**src/rtl/nlc_pkg.sv**
```systemverilog
// types, constants and character helpers for the number literal classifier
`default_nettype none
package nlc_pkg;

   typedef enum logic [1:0] {
      KIND_DEC   = 2'd0,
      KIND_HEX   = 2'd1,
      KIND_OCT   = 2'd2,
      KIND_RADIX = 2'd3
   } kind_type;

   localparam logic [6:0] BASE_SAT = 7'd100;
   localparam logic [6:0] BASE_MAX = 7'd36;
   localparam logic [6:0] BASE_MIN = 7'd2;

   localparam logic [7:0] CH_ZERO  = 8'h30;
   localparam logic [7:0] CH_EIGHT = 8'h38;
   localparam logic [7:0] CH_NINE  = 8'h39;
   localparam logic [7:0] CH_DOT   = 8'h2e;
   localparam logic [7:0] CH_SLASH = 8'h2f;
   localparam logic [7:0] CH_PLUS  = 8'h2b;
   localparam logic [7:0] CH_MINUS = 8'h2d;
   localparam logic [7:0] CH_LO_E  = 8'h65;
   localparam logic [7:0] CH_UP_E  = 8'h45;
   localparam logic [7:0] CH_LO_R  = 8'h72;
   localparam logic [7:0] CH_UP_R  = 8'h52;
   localparam logic [7:0] CH_LO_X  = 8'h78;
   localparam logic [7:0] CH_UP_X  = 8'h58;
   localparam logic [7:0] CH_UP_N  = 8'h4e;
   localparam logic [7:0] CH_UP_M  = 8'h4d;
   localparam logic [7:0] CH_LO_A  = 8'h61;
   localparam logic [7:0] CH_LO_F  = 8'h66;
   localparam logic [7:0] CH_LO_Z  = 8'h7a;
   localparam logic [7:0] CH_UP_A  = 8'h41;
   localparam logic [7:0] CH_UP_F  = 8'h46;
   localparam logic [7:0] CH_UP_Z  = 8'h5a;

   typedef struct packed {
      kind_type   kind;
      logic       digits_present;
      logic       dot_seen;
      logic       slash_seen;
      logic       exp_seen;
      logic       eight_or_nine_seen;
      logic       zero_led;
      logic       token_ok;
      logic       lead_digit_done;
      logic [6:0] base_accum;
      logic       may_take_x;
      logic       may_take_sign;
      logic       suffix_taken;
   } state_type;

   localparam state_type STATE_RESET = '{
      kind:               KIND_DEC,
      digits_present:     1'b0,
      dot_seen:           1'b0,
      slash_seen:         1'b0,
      exp_seen:           1'b0,
      eight_or_nine_seen: 1'b0,
      zero_led:           1'b0,
      token_ok:           1'b1,
      lead_digit_done:    1'b0,
      base_accum:         7'd0,
      may_take_x:         1'b0,
      may_take_sign:      1'b0,
      suffix_taken:       1'b0
   };

   function automatic logic is_dec(input logic [7:0] c);
      return (c >= CH_ZERO) && (c <= CH_NINE);
   endfunction

   function automatic logic is_lower(input logic [7:0] c);
      return (c >= CH_LO_A) && (c <= CH_LO_Z);
   endfunction

   function automatic logic is_upper(input logic [7:0] c);
      return (c >= CH_UP_A) && (c <= CH_UP_Z);
   endfunction

   function automatic logic is_hex(input logic [7:0] c);
      return is_dec(c) || ((c >= CH_LO_A) && (c <= CH_LO_F)) ||
             ((c >= CH_UP_A) && (c <= CH_UP_F));
   endfunction

   function automatic logic is_alnum(input logic [7:0] c);
      return is_dec(c) || is_lower(c) || is_upper(c);
   endfunction

   // digit value 0..35, only meaningful for alphanumeric codes
   function automatic logic [5:0] char_value(input logic [7:0] c);
      logic [7:0] v;
      if (is_dec(c)) begin
         v = c - CH_ZERO;
      end else if (is_lower(c)) begin
         v = c - CH_LO_A + 8'd10;
      end else begin
         v = c - CH_UP_A + 8'd10;
      end
      return v[5:0];
   endfunction

   // first digit of the token
   function automatic state_type lead_digit(input state_type s, input logic [7:0] c);
      state_type r;
      r = s;
      r.digits_present  = 1'b1;
      r.base_accum      = {3'b000, c[3:0]};
      r.lead_digit_done = 1'b1;
      if (c == CH_ZERO) begin
         r.zero_led   = 1'b1;
         r.kind       = KIND_OCT;
         r.may_take_x = 1'b1;
      end
      return r;
   endfunction

endpackage
`default_nettype wire

```
**src/rtl/number_literal_classifier.sv**
```systemverilog
// number literal classifier top level: per-character state update and verdict register
//
// req channel: one beat per token character (req_ch), with req_starts_token on the
// first character (a digit or a sign) and a closing beat with req_token_end set that
// carries no character. Only the closing beat produces a result.
// rsp channel: one beat per closing beat, rsp_verdict 0 for a valid number and 1
// for an erroneous one.
// Verdict timing: registered, shown in the cycle after the closing beat is accepted.
// Throughput: one beat per cycle while req_ready is high; the character state update
// is a single level of flag and small-counter logic feeding the state registers.
// Stall: character beats keep flowing while a verdict waits in the output
// register; only a closing beat is held off (req_ready low) while the receiver
// has not taken the previous verdict.
// Reset: synchronous, active high; the token state returns to its idle values and
// the output register is emptied. The block accepts beats as soon as reset
// is released.
`default_nettype none
module number_literal_classifier (
   input  wire logic       clock,
   input  wire logic       reset,
   input  wire logic       req_valid,
   output logic            req_ready,
   input  wire logic [7:0] req_ch,
   input  wire logic       req_starts_token,
   input  wire logic       req_token_end,
   output logic            rsp_valid,
   input  wire logic       rsp_ready,
   output logic            rsp_verdict
);

   nlc_pkg::state_type st_ff, st_in, body_st;
   logic rsp_valid_ff, rsp_valid_in;
   logic rsp_verdict_ff, rsp_verdict_in;
   logic req_fire;
   logic bad_octal, good;
   logic skip;
   logic [9:0] accum_wide;

   assign req_ready   = !rsp_valid_ff || rsp_ready || !req_token_end;
   assign req_fire    = req_valid && req_ready;
   assign rsp_valid   = rsp_valid_ff;
   assign rsp_verdict = rsp_verdict_ff;

   assign bad_octal = (st_ff.kind == nlc_pkg::KIND_OCT) && st_ff.zero_led &&
                      st_ff.eight_or_nine_seen && !st_ff.dot_seen &&
                      !st_ff.slash_seen && !st_ff.exp_seen;
   assign good = st_ff.token_ok && st_ff.digits_present && !bad_octal;

   assign accum_wide = {3'b000, st_ff.base_accum} * 10'd10 + {6'b0, req_ch[3:0]};

   // body character on top of the current state
   always_comb begin
      body_st = st_ff;
      if (st_ff.kind == nlc_pkg::KIND_HEX) begin
         if (nlc_pkg::is_hex(req_ch)) body_st.digits_present = 1'b1;
         else                         body_st.token_ok = 1'b0;
      end else if (st_ff.kind == nlc_pkg::KIND_RADIX) begin
         if (nlc_pkg::is_alnum(req_ch) &&
             ({1'b0, nlc_pkg::char_value(req_ch)} < st_ff.base_accum)) begin
            body_st.digits_present = 1'b1;
         end else begin
            body_st.token_ok = 1'b0;
         end
      end else if (nlc_pkg::is_dec(req_ch)) begin
         if (!st_ff.lead_digit_done) begin
            body_st = nlc_pkg::lead_digit(st_ff, req_ch);
         end else begin
            body_st.digits_present = 1'b1;
            if (req_ch == nlc_pkg::CH_EIGHT || req_ch == nlc_pkg::CH_NINE) begin
               body_st.eight_or_nine_seen = 1'b1;
            end
            if (st_ff.base_accum < nlc_pkg::BASE_SAT) begin
               if (accum_wide > {3'b000, nlc_pkg::BASE_SAT}) begin
                  body_st.base_accum = nlc_pkg::BASE_SAT;
               end else begin
                  body_st.base_accum = accum_wide[6:0];
               end
            end
         end
      end else if (req_ch == nlc_pkg::CH_DOT) begin
         if (!st_ff.dot_seen && !st_ff.slash_seen && !st_ff.exp_seen) begin
            body_st.dot_seen = 1'b1;
            body_st.kind     = nlc_pkg::KIND_DEC;
         end else begin
            body_st.token_ok = 1'b0;
         end
      end else if (req_ch == nlc_pkg::CH_SLASH) begin
         if (!st_ff.dot_seen && !st_ff.slash_seen && !st_ff.exp_seen &&
             st_ff.digits_present) begin
            body_st.slash_seen     = 1'b1;
            body_st.digits_present = 1'b0;
            body_st.kind           = nlc_pkg::KIND_DEC;
         end else begin
            body_st.token_ok = 1'b0;
         end
      end else if (req_ch == nlc_pkg::CH_LO_E || req_ch == nlc_pkg::CH_UP_E) begin
         if (!st_ff.exp_seen && !st_ff.slash_seen && st_ff.digits_present) begin
            body_st.exp_seen       = 1'b1;
            body_st.digits_present = 1'b0;
            body_st.kind           = nlc_pkg::KIND_DEC;
            body_st.may_take_sign  = 1'b1;
         end else begin
            body_st.token_ok = 1'b0;
         end
      end else if (req_ch == nlc_pkg::CH_LO_R || req_ch == nlc_pkg::CH_UP_R) begin
         if (!st_ff.dot_seen && !st_ff.slash_seen && !st_ff.exp_seen &&
             st_ff.digits_present && st_ff.base_accum >= nlc_pkg::BASE_MIN &&
             st_ff.base_accum <= nlc_pkg::BASE_MAX) begin
            body_st.kind           = nlc_pkg::KIND_RADIX;
            body_st.digits_present = 1'b0;
         end else begin
            body_st.token_ok = 1'b0;
         end
      end else if (req_ch == nlc_pkg::CH_UP_N) begin
         if (st_ff.dot_seen || st_ff.exp_seen || st_ff.slash_seen ||
             !st_ff.digits_present) begin
            body_st.token_ok = 1'b0;
         end
         body_st.suffix_taken = 1'b1;
      end else if (req_ch == nlc_pkg::CH_UP_M) begin
         if (st_ff.slash_seen || !st_ff.digits_present) body_st.token_ok = 1'b0;
         body_st.suffix_taken = 1'b1;
      end else begin
         body_st.token_ok = 1'b0;
      end
   end

   // token state next value
   always_comb begin
      st_in = st_ff;
      skip  = 1'b0;
      if (req_fire) begin
         if (req_token_end) begin
            st_in = nlc_pkg::STATE_RESET;
         end else if (req_starts_token) begin
            st_in = nlc_pkg::STATE_RESET;
            if (nlc_pkg::is_dec(req_ch)) begin
               st_in = nlc_pkg::lead_digit(nlc_pkg::STATE_RESET, req_ch);
            end
         end else if (!st_ff.token_ok) begin
            st_in = st_ff;
         end else if (st_ff.suffix_taken) begin
            st_in.token_ok = 1'b0;
         end else begin
            if (st_ff.may_take_x &&
                (req_ch == nlc_pkg::CH_LO_X || req_ch == nlc_pkg::CH_UP_X)) begin
               skip                 = 1'b1;
               st_in.may_take_x     = 1'b0;
               st_in.kind           = nlc_pkg::KIND_HEX;
               st_in.digits_present = 1'b0;
            end else if (st_ff.may_take_sign &&
                         (req_ch == nlc_pkg::CH_PLUS || req_ch == nlc_pkg::CH_MINUS)) begin
               skip                = 1'b1;
               st_in.may_take_sign = 1'b0;
            end
            if (!skip) begin
               st_in               = body_st;
               // the prefix windows close on any character, body may reopen either
               st_in.may_take_x    = body_st.may_take_x && !st_ff.may_take_x;
               st_in.may_take_sign = body_st.may_take_sign && !st_ff.may_take_sign;
            end
         end
      end
   end

   // output register
   always_comb begin
      rsp_valid_in   = rsp_valid_ff;
      rsp_verdict_in = rsp_verdict_ff;
      if (req_fire && req_token_end) begin
         rsp_valid_in   = 1'b1;
         rsp_verdict_in = !good;
      end else if (rsp_ready) begin
         rsp_valid_in = 1'b0;
      end
   end

   always_ff @(posedge clock) begin
      if (reset) begin
         st_ff        <= nlc_pkg::STATE_RESET;
         rsp_valid_ff <= 1'b0;
      end else begin
         st_ff        <= st_in;
         rsp_valid_ff <= rsp_valid_in;
      end
      rsp_verdict_ff <= rsp_verdict_in;
   end

endmodule
`default_nettype wire

```
**config.mk**
```make
export PLATFORM = sky130hd
export DESIGN_NAME = number_literal_classifier
export DESIGN_NICKNAME = d
export VERILOG_FILES = /design/src/rtl/nlc_pkg.sv /design/src/rtl/number_literal_classifier.sv
export SDC_FILE = /design/constraint.sdc
export NUM_CORES = 1
export LEC_CHECK = 0
export BUFFER_PORTS_ARGS = -buffer_cell sky130_fd_sc_hd__buf_2
export CORE_UTILIZATION = 40
export CTS_CLUSTER_DIAMETER = 30
export DETAILED_ROUTE_END_ITERATION = 12
export GPL_TIMING_DRIVEN = 0
export REMOVE_ABC_BUFFERS = 1
export SLEW_MARGIN = 10
export SYNTH_ARGS = -nofsm -noshare
export SYNTH_HDL_FRONTEND = slang
export SYNTH_SLANG_ARGS = --single-unit
export TNS_END_PERCENT = 5
```
**constraint.sdc**
```tcl
create_clock -name clock -period 9.16 [get_ports clock]
set_input_delay 0 -clock clock [delete_from_list [all_inputs] [get_ports clock]]
set_output_delay 0 -clock clock [all_outputs]
set_load 0.01 [all_outputs]
```
# Word level (Yosys, flattened, before mapping)

Cells that the tools add are included.

Bits of input ports: 14
Output and inout bits: 3
Flip-flop bits (word level): 22
Logic and storage cells: 260

Eq/ne operators: 50
Multiply operators: 1
Add/subtract/negate cells: 6
Magnitude comparators: 13
Reduce and logical (&&, ||, !) cells: 81
Multiplexer cells: 94

Operator list:

| cell                | count |
|---|---|
| $mux 20             | 5 |
| $eq 8x7->1 const B  | 8 |
| $eq 8x6->1 const B  | 7 |
| $mux 1              | 53 |
| $ne 5x4->1 const B  | 8 |
| $mux 11             | 3 |
| $reduce_bool 3->1   | 11 |
| $le 8x7->1 const B  | 4 |
| $mux 6              | 5 |
| $mux 3              | 9 |
| $reduce_and 9->1    | 3 |
| $logic_and 1x1->1   | 26 |
| $mux 2              | 12 |
| $ne 3x3->1 const B  | 8 |
| $reduce_and 11->1   | 2 |
| $mux 7              | 3 |
| $reduce_and 10->1   | 2 |
| $reduce_bool 9->1   | 2 |
| $ge 8x7->1 const B  | 2 |
| $ne 8x5->1 const B  | 2 |
| $reduce_bool 8->1   | 2 |
| $logic_or 1x1->1    | 15 |
| $reduce_and 13->1   | 1 |
| $add 6x4->6 const B | 2 |
| 33 further kinds    | 50 |

# Depth between registers and ports, before layout

Gate-level depths: netlist (run 1).

Depth after elaboration: 19
Depth in mapped cells: 17
Mapped depth without buffers: 15

# Worst setup path before layout (run 1)

OpenSTA, ideal clock, no wires.

Kind: register to register
From: register st_ff[4] (netlist bit)
To: register st_ff[3] (netlist bit)
Buffers on the path: 0
Stages on the path, launching flop included: 12
Arrival: 3.037 ns
Path slack: 6.027 ns
Path through: dfxtp_1 > ha_1 > ha_1 > inv_1 > fa_1 > xnor2_1 > o2111ai_1 > or4_1 > a221o_1 > and2_4 > o211a_1 > o41ai_2

Cells in the longest elaborated chain, start to end: 14
Elaborated cells between the ends (all ways): 17
Classes of those cells: add/sub (1); mul (1); order compare (2); eq/ne (1); mux (11); reduce/logical (1)

RTL lines:

| element                | RTL line                         | RTL |
|---|---|---|
| from (decl)            | number_literal_classifier.sv:31  | `nlc_pkg::state_type st_ff, st_in, body_st;` |
| from (signal assigned) | number_literal_classifier.sv:180 | `st_ff <= nlc_pkg::STATE_RESET;` |
| from (signal assigned) | number_literal_classifier.sv:183 | `st_ff <= st_in;` |
| $mul 7x3->9            | number_literal_classifier.sv:49  | `assign accum_wide = {3'b000, st_ff.base_accum} * 10'd10 + {6'b0, req_ch[3:0]};` |
| $add 10x4->10          | number_literal_classifier.sv:49  |  |
| $gt 10x7->1            | number_literal_classifier.sv:73  | `if (accum_wide > {3'b000, nlc_pkg::BASE_SAT}) begin` |
| $mux 7                 | number_literal_classifier.sv:73  |  |
| $mux 7                 | number_literal_classifier.sv:72  | `if (st_ff.base_accum < nlc_pkg::BASE_SAT) begin` |
| $mux 7                 | number_literal_classifier.sv:65  | `if (!st_ff.lead_digit_done) begin` |
| $mux 9                 | number_literal_classifier.sv:64  | `end else if (nlc_pkg::is_dec(req_ch)) begin` |
| $mux 11                | number_literal_classifier.sv:57  | `end else if (st_ff.kind == nlc_pkg::KIND_RADIX) begin` |
| $mux 11                | number_literal_classifier.sv:54  | `if (st_ff.kind == nlc_pkg::KIND_HEX) begin` |
| $mux 20                | number_literal_classifier.sv:156 | `if (!skip) begin` |
| $mux 11                | number_literal_classifier.sv:142 | `end else if (st_ff.suffix_taken) begin` |
| $mux 20                | number_literal_classifier.sv:140 | `end else if (!st_ff.token_ok) begin` |
| $mux 20                | number_literal_classifier.sv:135 | `end else if (req_starts_token) begin` |
| $mux 20                | number_literal_classifier.sv:133 | `if (req_token_end) begin` |

Parallel ways exist; a longest one is shown, timed or not. The select of a mux whose other input is x is not followed.
A chain may end at the register's enable or synchronous reset.

# Worst setup path in the final report (run 1)

From: input port req_ch[1]
To: register st_ff[17] (netlist bit)

Cells in the longest elaborated chain, start to end: 15
Elaborated cells between the ends (all ways): 72
Classes of those cells: add/sub (5); order compare (9); eq/ne (16); mux (23); reduce/logical (19)

RTL lines:

| element                                             | RTL line                        | RTL |
|---|---|---|
| from (decl)                                         | number_literal_classifier.sv:23 | `input wire logic [7:0] req_ch,` |
| branches (longest 15 deep; another with $lt 6x7->1) | --                              |  |

Several ways; the timed one is not identified. The select of a mux whose other input is x is not followed.

==> run metrics, run 1 <==
post-layout util=~45%; vias in the first global route=between 2000 and 2500; initial antenna violation count=0; Worst setup EP type=flip-flop; RSZ-0062 raised after global routing=false; sw frac=31.2%; Tot GR Track Use=a little under a quarter; Worst Tran Pin Value=0.749 ns; Seq/Total Area, Yosys=around 18%; Setup WS pre-CTS=5.38 ns; Clock Latency Late Sink=roughly 0.27 ns; startpoint types=primary input; hold bufs inserted after CTS=0; Slew headroom=49.6%; Ports=17; layout cells sized above 1=just under 9%; Tmin final=between 3 and 4 ns; endpoints failing hold=0; Root Buffer=clkbuf_8; Critical Path AT=between 3 and 4 ns; post-CTS resize count=0; MaxCap Viol Count=0; Die Span X=~80 microns; Post-Syn Instances=about 350; FF+latch count, synth=22; P_int=0.156 mW; Avg Vias per Cell=between 5 and 6; I/O Buffers=16; drt pass-1 iters=4; fin cells=approximately 430; Die Footprint=between 6000 and 7000 sq um; Longest Clk Path Bufs=2; Total Wirelength=roughly 7100 microns; Reg clk slew, reported paths=0.08 ns; Initial Util=between 40 and 50%; largest net degree at the start of global routing=22; Setup Fix Bufs, Post-CTS=0; vias=around 2500; worst-path maximum fanout=15; combinational power share=about a quarter; most frequent cells in the layout=nor2_1, nand2_1, ha_1; DRT iter0 DRCs=203; gpl congestion=0.852; die extent in y=a little over 80 microns; # H-tree levels=1; crit-path leading delay family=compound AO/OA/AOI/OAI gates; first-pass GRT wire length=roughly 12000 microns; Netlist cell types=69; synthesized area per cell=7.36 sq um; Nets=a little under 400; FFs w/ async S/R, synth=0%; setup ws final=roughly 5.6 ns; final slew viol count=0; Clk pwr share=32.1%; GRT Residual Overflow=0; Buf/Inv on CP=3; CP Cell Sequence=buf_2 > inv_1 > ha_1 > o21bai_1 > a21boi_0 > o21ai_1 > inv_2 > a211oi_1 > xnor2_1 > ha_1 > nand2_1 > a211oi_1 > a211oi_1 > o221ai_1 > a311oi_1 > mux2i_1; number of flops mapped to enable cells by yosys=1; period utilisation layout=38.6%; CP max-delay cell=o21ai_1; HPWL after detailed placement=~5400 microns; CTS Sinks=22; CTS Buf Count=3; Cell Area, Synth=roughly 2600 sq um; PD cells=roughly 83 nW/um^2; CTS tree=yes; placed insts=424; Layout area overhead=6.55%; area of the multi-input gates=~2000 sq um; yosys warns=0; CORE AREA=6060 sq um; Post-synth top flop=dfxtp_1; row count=28; Setup-failing EPs final=0; maximum VDD drop=0.0544 mV; cell mode on critical path=a211oi_1; sequential share of power=a little over two fifths; outcome=finished, final reports clean; FF/Latch Area=roughly 450 sq um; routed len/inst=approximately 17 microns; Critical Path RT=around 9.4 ns; max incr delay on CP=around 0.53 ns; Clock Skews=0.00153 ns; Remaining DRCs=0; Antenna Nets Post-Route=0; antenna cell count=0; post-route setup TNS=0 ns; Crit Path Category=primary input to flip-flop; FMAX=between 200 and 300 MHz; worst hold path type=primary input to flip-flop; switching pwr=0.0708 mW; Fillers=around 640; leakage=around 1.1 nW
==> registers in the layout, indices dropped and copies added (netlist names) <==
| signal | count |
|---|---|
| rsp_valid | 1 |
| rsp_verdict | 1 |
| st_ff | 20 |
==> power groups by stage <==
| stage | Combinational (mW) | Sequential [mW] | Clock [mW] |
|---|---|---|---|
| floorplan | 0.0345 | 0.101 | 0 |
| global placement | 0.0536 | 0.102 | 0 |
| detailed placement | 0.0537 | 0.102 | 0 |
| CTS | 0.0541 | 0.0992 | 0.0737 |
| global route | 0.0615 | 0.0996 | 0.0774 |
| finish | 0.0545 | 0.0993 | 0.0728 |
==> worst reg2reg max path, cell delays in order, from the launching register on <==
cell       delay (ns)
dfxtp_1          0.38
ha_1             0.31
ha_1             0.17
inv_1            0.06
fa_1             0.43
xnor2_1          0.27
o2111ai_1        0.20
or4_1            0.53
a221o_1          0.39
and2_4           0.19
o211a_1          0.22
o41ai_2          0.19
==> cell families after synthesis <==
family                     Yosys count  share of synthesized area [%]
xor gates and xnor gates            11                           3.76
adders and majority gates           29                           14.8
and+or+nand+nor                    149                           30.3
AOI/OAI and AO/OA                   97                           26.2
DFF                                 22                           17.6
buffers and inverters               35                           5.33
muxes                                5                           2.00
==> per-stage QoR <==
step	total power, mW	hold slack, ns	instance area [sq um]
floorplan	0.136	0.0691	2500
global placement	0.155	0.287	2670
detailed placement	0.155	0.296	2670
CTS	0.227	0.00394	2730
global route	0.238	0.0223	2730
finish	0.227	0.0135	2730
==> synth_stat cells (7+ instances only) <==
master / instances / area, sq um
a21oi_1: 15 / 75.1
inv_1: 19 / 71.3
xnor2_1: 8 / 70.1
ha_1: 27 / 338
nor2_1: 34 / 128
nand3_1: 17 / 85.1
nand2_1: 34 / 128
nor3_1: 7 / 35.0
dfxtp_1: 21 / 420
nor2b_1: 9 / 56.3
clkbuf_1: 10 / 37.5
nand4_1: 8 / 50.1
a31oi_1: 11 / 68.8
nor4_1: 8 / 50.1
o21ai_0: 23 / 115
==> worst paths after layout <==
kind	end	cells past startpoint	slack, ns	from
setup / recovery	st_ff[17]$_SDFFE_PP0P_	16	5.62	req_ch[1]
hold / removal	rsp_valid$_SDFFE_PP0P_	3	0.01	req_valid
hold reg to reg	st_ff[2]$_SDFFE_PP0P_	2	0.48	st_ff[2]$_SDFFE_PP0P_
setup reg to reg	st_ff[3]$_SDFFE_PP0P_	11	5.72	st_ff[4]$_SDFFE_PP0P_
==> layout make-up <==
class	instances	area share (%)
inverters	20	2.75
clock buffers	4	2.02
flip-flops and latches	22	16.5
multi-input cells	291	72.3
repair buffers	16	2.94
well taps	75	3.44
==> per-layer routing <==
layer  vias up  part of all wire, %  track usage [%]
li1       1312                    -                -
met1      1167                   49             31.8
met2        55                   46             37.3
met3         7                  4.4             3.44
met4         0                 0.66             2.46
met5         -                    0                0
Note: power is estimated with default switching activity, not from simulation.
==> inputs of run 2 (changes only) <==
- clock period: 9.16 -> 3 ns (I/O delays scaled with it)
==> run 2 against run 1 <==
  * Largest power group unchanged
  * Die area unchanged
  * Wire length grew 4.7%
  * Highest routed layer unchanged
  * Worst setup slack got worse by 5.8 ns
  * Clock skew rose by 0.0033 ns
  * Clock-buffer cell count is the same
  * Largest cell class unchanged
  * Register-to-register slack got worse by 5.9 ns
  * Core utilization rose by 2.8 points
  * Cell count increased by 2.3%
  * The run now ends with setup timing left
  * Sequential power rose to 3.0 times the previous value
==> run metrics, run 2 (synthesis results as in run 1) <==
launching point of the worst reg2reg path=st_ff[4]$_SDFFE_PP0P_; Die Span X=just over 80 microns; Total Wirelength=7410 microns; Avg Vias per Cell=6.11; worst-path maximum fanout=3; GRT Residual Overflow=0; die extent in y=between 80 and 90 microns; Layout area overhead=13.3%; Worst setup EP type=flip-flop; most frequent cells in the layout=nor2_1, nand2_1, ha_1; setup ws final=-0.143 ns; layout cells sized above 1=around 17%; Clock Skews=around 0.0049 ns; Reg-to-Reg End=st_ff[3]$_SDFFE_PP0P_; RSZ-0062 raised after global routing=true; Worst R2R Path Depth=11; Critical Path RT=3.18 ns; Initial Util=between 40% and 50%; Longest Clk Path Bufs=2; hold bufs inserted after CTS=0; worst hold path type=primary input to flip-flop; # H-tree levels=1; Setup-failing EPs final=5; P_int=between 0.4 and 0.5 mW; Root Buffer=clkbuf_8; Nets=between 400 and 500; CTS Sinks=22; Slew headroom=50.9%; Clock Latency Late Sink=0.27 ns; largest net degree at the start of global routing=22; startpoint types=flip-flop; Clk pwr share=32.0%; switching pwr=between 0.2 and 0.25 mW; maximum VDD drop=roughly 0.16 mV; CTS tree=yes; HPWL after detailed placement=between 5000 and 6000 microns; Critical Path AT=roughly 3.3 ns; routed len/inst=about 17 microns; row count=28; vias=2675; Crit Path Category=flip-flop to flip-flop; first-pass GRT wire length=about 12000 microns; Most flops, register=st_ff; combinational power share=24.7%; PD cells=between 200 and 250 nW/um^2; CTS Buf Count=3; DRT iter0 DRCs=214; final slew viol count=0; hold depth=3; sw frac=31.5%; Reg clk slew, reported paths=roughly 0.08 ns; FMAX=between 300 and 400 MHz; Die Footprint=6720 sq um; post-layout util=between 40 and 50%; period utilisation layout=105%; leakage=between 1 and 1.5 nW; sequential share of power=between 40% and 50%; Remaining DRCs=0; Tmin final=3.14 ns; R2R setup slack=-0.14 ns; drt pass-1 iters=5; Min-Delay Endpoint=st_ff[10]$_SDFFE_PP0P_; vias in the first global route=between 2000 and 2500; Fillers=about 620; Ports=17; number of flip-flops in the largest register=20; antenna cell count=0; CORE AREA=roughly 6100 sq um; violated checks=setup timing; total power=roughly 0.69 mW; Tot GR Track Use=a little under a quarter; MaxCap Viol Count=0; Antenna Nets Post-Route=0; Worst Tran Pin Value=around 0.73 ns; outcome=finished with violations; I/O Buffers=16; Min-Delay Startpoint=req_valid; initial antenna violation count=0; endpoints failing hold=0; gpl congestion=0.852
-- run 2: cell type report --
cell class | count | area [sq um] | share of cell area [%]
sequential | 22 | 465 | 16.0
timing repair buffer | 26 | 155 | 5.35
inverter | 20 | 75.1 | 2.59
clock buffer | 4 | 55.1 | 1.90
tap | 75 | 93.8 | 3.24
multi-input combinational | 291 | 2060 | 70.9
-- run 2: worst max-delay path by stage --
stage                               start                endpoint  cells after the start
floorplan           st_ff[4]$_SDFFE_PP0P_   st_ff[3]$_SDFFE_PP0P_                     11
global placement                req_ch[1]  st_ff[17]$_SDFFE_PP0P_                     16
detailed placement              req_ch[1]  st_ff[17]$_SDFFE_PP0P_                     16
CTS                 st_ff[6]$_SDFFE_PP0P_   st_ff[3]$_SDFFE_PP0P_                     11
global route        st_ff[4]$_SDFFE_PP0P_   st_ff[6]$_SDFFE_PP0P_                     11
finish              st_ff[4]$_SDFFE_PP0P_   st_ff[3]$_SDFFE_PP0P_                     11
-- run 2: worst max-delay path: stages, from the launching register on --
cell and delay [ns]:
dfxtp_4 0.37, ha_4 0.24, ha_4 0.16, inv_2 0.05, fa_2 0.46, inv_2 0.09
o2111ai_2 0.15, or4_1 0.56, a221o_1 0.39, and2_4 0.18, o211a_1 0.23, o41ai_2 0.18
-- run 2: power groups by stage --
stage	clock network, mW	logic, mW	registers, mW
6_report	0.222	0.171	0.301
5_1_grt	0.238	0.193	0.301
3_5_place_dp	0	0.164	0.310
4_1_cts	0.225	0.169	0.300
2_1_floorplan	0	0.105	0.308
3_3_place_gp	0	0.164	0.310
-- run 2: through the flow --
| step | cells | worst slack, ns | setup TNS, ns | cell area [sq um] | hold WS, ns |
|---|---|---|---|---|---|
| floorplan | 333 | -0.130 | -0.267 | 2500 | 0.0691 |
| global placement | 424 | -0.771 | -3.19 | 2670 | 0.287 |
| detailed placement | 424 | -0.779 | -3.32 | 2670 | 0.296 |
| CTS | 436 | -0.0945 | -0.151 | 2870 | 0.00408 |
| global route | 438 | -0.234 | -1.18 | 2900 | 0.0196 |
| finish | 438 | -0.143 | -0.454 | 2900 | 0.00763 |
-- run 2: routing by layer --
metal | routed length [microns] | share of wire, % | global-route usage, % | vias up
met5 | 0 | 0 | 0 | -
met2 | 3450 | 47 | 38.8 | 77
li1 | - | - | - | 1330
met3 | 347 | 4.7 | 4.11 | 10
met1 | 3500 | 47 | 31.6 | 1258
met4 | 112 | 1.5 | 5.26 | 0
-- run 2: repair_timing --
| item | 4_1_cts | 5_1_grt |
|---|---|---|
| setup endpoints to repair | 9 | 8 |
| pin swaps | 15 | 7 |
| gates resized for setup | 21 | 7 |
| buffers inserted | 8 | 2 |
==> inputs of run 3 (changes only) <==
--- a/config.mk
+++ b/config.mk
@@ -12,2 +12,3 @@
 export GPL_TIMING_DRIVEN = 0
+export PLACE_DENSITY = 0.69
 export REMOVE_ABC_BUFFERS = 1
==> constraint.sdc (replaced) <==
create_clock -name clock -period 3 [get_ports clock]
set_input_delay 0.45 -clock clock [delete_from_list [all_inputs] [get_ports clock]]
set_output_delay 0.45 -clock clock [all_outputs]
set_load 0.01 [all_outputs]
==> run 3 against run 2 <==
  * The run still ends with setup timing left
  * Clock-buffer cell count down 1
  * Final area rose by 7.9%
  * Highest routed layer unchanged
  * Clock power increased by 29%
  * Core utilization up 3.8 points
  * Non-clock buffer count up 12
  * Worst setup slack better by 0.079 ns
  * First-iteration DRC count unchanged
  * Fmax grew 2.6%
  * Hold slack improved by 0.44 ns
  * Clock skew rose by 0.0011 ns
  * Critical path type is now primary input to flip-flop
==> run metrics, run 3 (synthesis results as in run 1) <==
routed len/inst=roughly 17 microns; worst setup path startpoint=req_ch[1]; die extent in y=around 80 microns; met3 GRT Util=under 10%; outcome=finished with violations; CTS tree=yes; period utilisation layout=102%; vias in the first global route=about 2500; most frequent cells in the layout=nor2_1, nand2_1, buf_4; I/O Buffers=16; Initial Util=42.2%; MaxCap Viol Count=0; launching point of the worst reg2reg path=st_ff[4]$_SDFFE_PP0P_; antenna cell count=0; Layout area overhead=22.2%; first-pass GRT wire length=11800 microns; HPWL after detailed placement=about 5300 microns; max incr delay on CP=0.56 ns; initial antenna violation count=0; endpoints failing hold=0; CP max-delay cell=or4b_4; # H-tree levels=1; Total Wirelength=7530 microns; gpl congestion=just under 0.9; Remaining DRCs=0; Worst R2R Path Depth=11; GR Layer Usage met1=between 30% and 40%; Critical Path AT=between 3 and 4 ns; hold slack=0.451 ns; vias=about 2800; Worst setup EP type=flip-flop; maximum VDD drop=~0.22 mV; worst hold path type=primary input to flip-flop; Worst Tran Pin Value=roughly 0.8 ns; CORE AREA=about 6100 sq um; fin cells=450; Root Buffer=clkbuf_8; CP Cell Sequence=buf_12 > inv_6 > ha_4 > or4b_4 > a21oi_4 > a311o_1 > xnor2_1 > o21ai_1 > ha_1 > nand2_1 > a211oi_1 > a211oi_2 > o221ai_2 > a311oi_2 > mux2i_1; leakage=roughly 1.2 nW; drt pass-1 iters=4; setup ws final=-0.0634 ns; Nets=419; GRT Residual Overflow=0; post-layout util=between 50% and 60%; total power=just under 0.8 mW; Avg Vias per Cell=between 6 and 7; Placed Instance Area=around 2700 sq um; layout cells sized above 1=a little under a quarter; Die Footprint=6720 sq um; row count=28; Antenna Nets Post-Route=0; Setup-failing EPs final=3; PD cells=252 nW/um^2; FMAX=roughly 330 MHz; placed insts=424; design area=between 3000 and 4000 sq um; startpoint types=primary input; Critical Path RT=between 3 and 4 ns; Tot GR Track Use=between 20% and 30%; Most flops, register=st_ff; CTS Buf Count=3; hold depth=3; violated checks=setup timing; number of flip-flops in the largest register=20; Min-Delay Startpoint=req_valid; largest net degree at the start of global routing=22; Clock Latency Late Sink=between 0.2 and 0.3 ns; Longest Clk Path Bufs=2; DRT iter0 DRCs=around 210; worst-path maximum fanout=5; Tmin final=about 3 ns; post-route setup TNS=-0.133 ns; met2 global-route usage=between 30% and 40%; Clock Skews=0.00594 ns; final slew viol count=0; Setup WS pre-CTS=-1.12 ns; CTS Sinks=22; Ports=17; Slew headroom=45.7%; Reg clk slew, reported paths=roughly 0.080 ns; RSZ-0062 raised after global routing=true; Die Span X=82 microns; Crit Path Category=primary input to flip-flop; busiest grt layer=met2
[run 3: cell types whose count changed in the layout (fill, tap and decap cells not counted), sizes merged]
cell | previous run | this run
clkbuf | 4 | 3
bufinv | 0 | 1
buf | 26 | 38
[run 3: final cells by class]
type                       instances  area, sq um
inverter                          20         82.6
clock buffer                       3         41.3
fill                             599         2930
tap                               75         93.8
sequential                        22          465
clock inverter                     1         30.0
multi-input combinational        291         2140
timing repair buffer              38          278
[run 3: critical path: cells and delay by family]
kind                     cells  cell delay [ns]
XOR/XNOR                     1             0.13
adder cells (fa/ha/maj)      2             0.48
AO/OA/AOI/OAI                7             1.24
multiplexers                 1             0.21
buffers and inverters        2             0.13
AND/OR/NAND/NOR              2             0.63
[run 3: repair_timing]
action	4_1_cts	5_1_grt
buffers inserted	13	9
gates resized for setup	36	23
hold buffers	0	0
setup endpoints to repair	9	9
pin swaps	23	20
[run 3: routing by layer]
layer,vias up,routed length [microns],part of all wire [%]
met3,9,428,5.7
met1,1307,3360,45
met4,0,74,0.98
li1,1355,-,-
met2,87,3670,49
met5,-,0,0
[run 3: final timing paths]
check / slack (ns) / end
max reg2reg: -0.06 / st_ff[3]$_SDFFE_PP0P_
min reg2reg: 0.48 / st_ff[2]$_SDFFE_PP0P_
max: -0.06 / st_ff[17]$_SDFFE_PP0P_
min: 0.45 / st_ff[10]$_SDFFE_PP0P_
[run 3: power breakdown]
part / leakage, nW / internal (mW) / total [mW] / switching (mW)
Clock: 0.0357 / 0.179 / 0.286 / 0.108
Combinational: 0.978 / 0.0841 / 0.202 / 0.118
Sequential: 0.180 / 0.295 / 0.301 / 0.00566
Total: 1.19 / 0.558 / 0.789 / 0.232
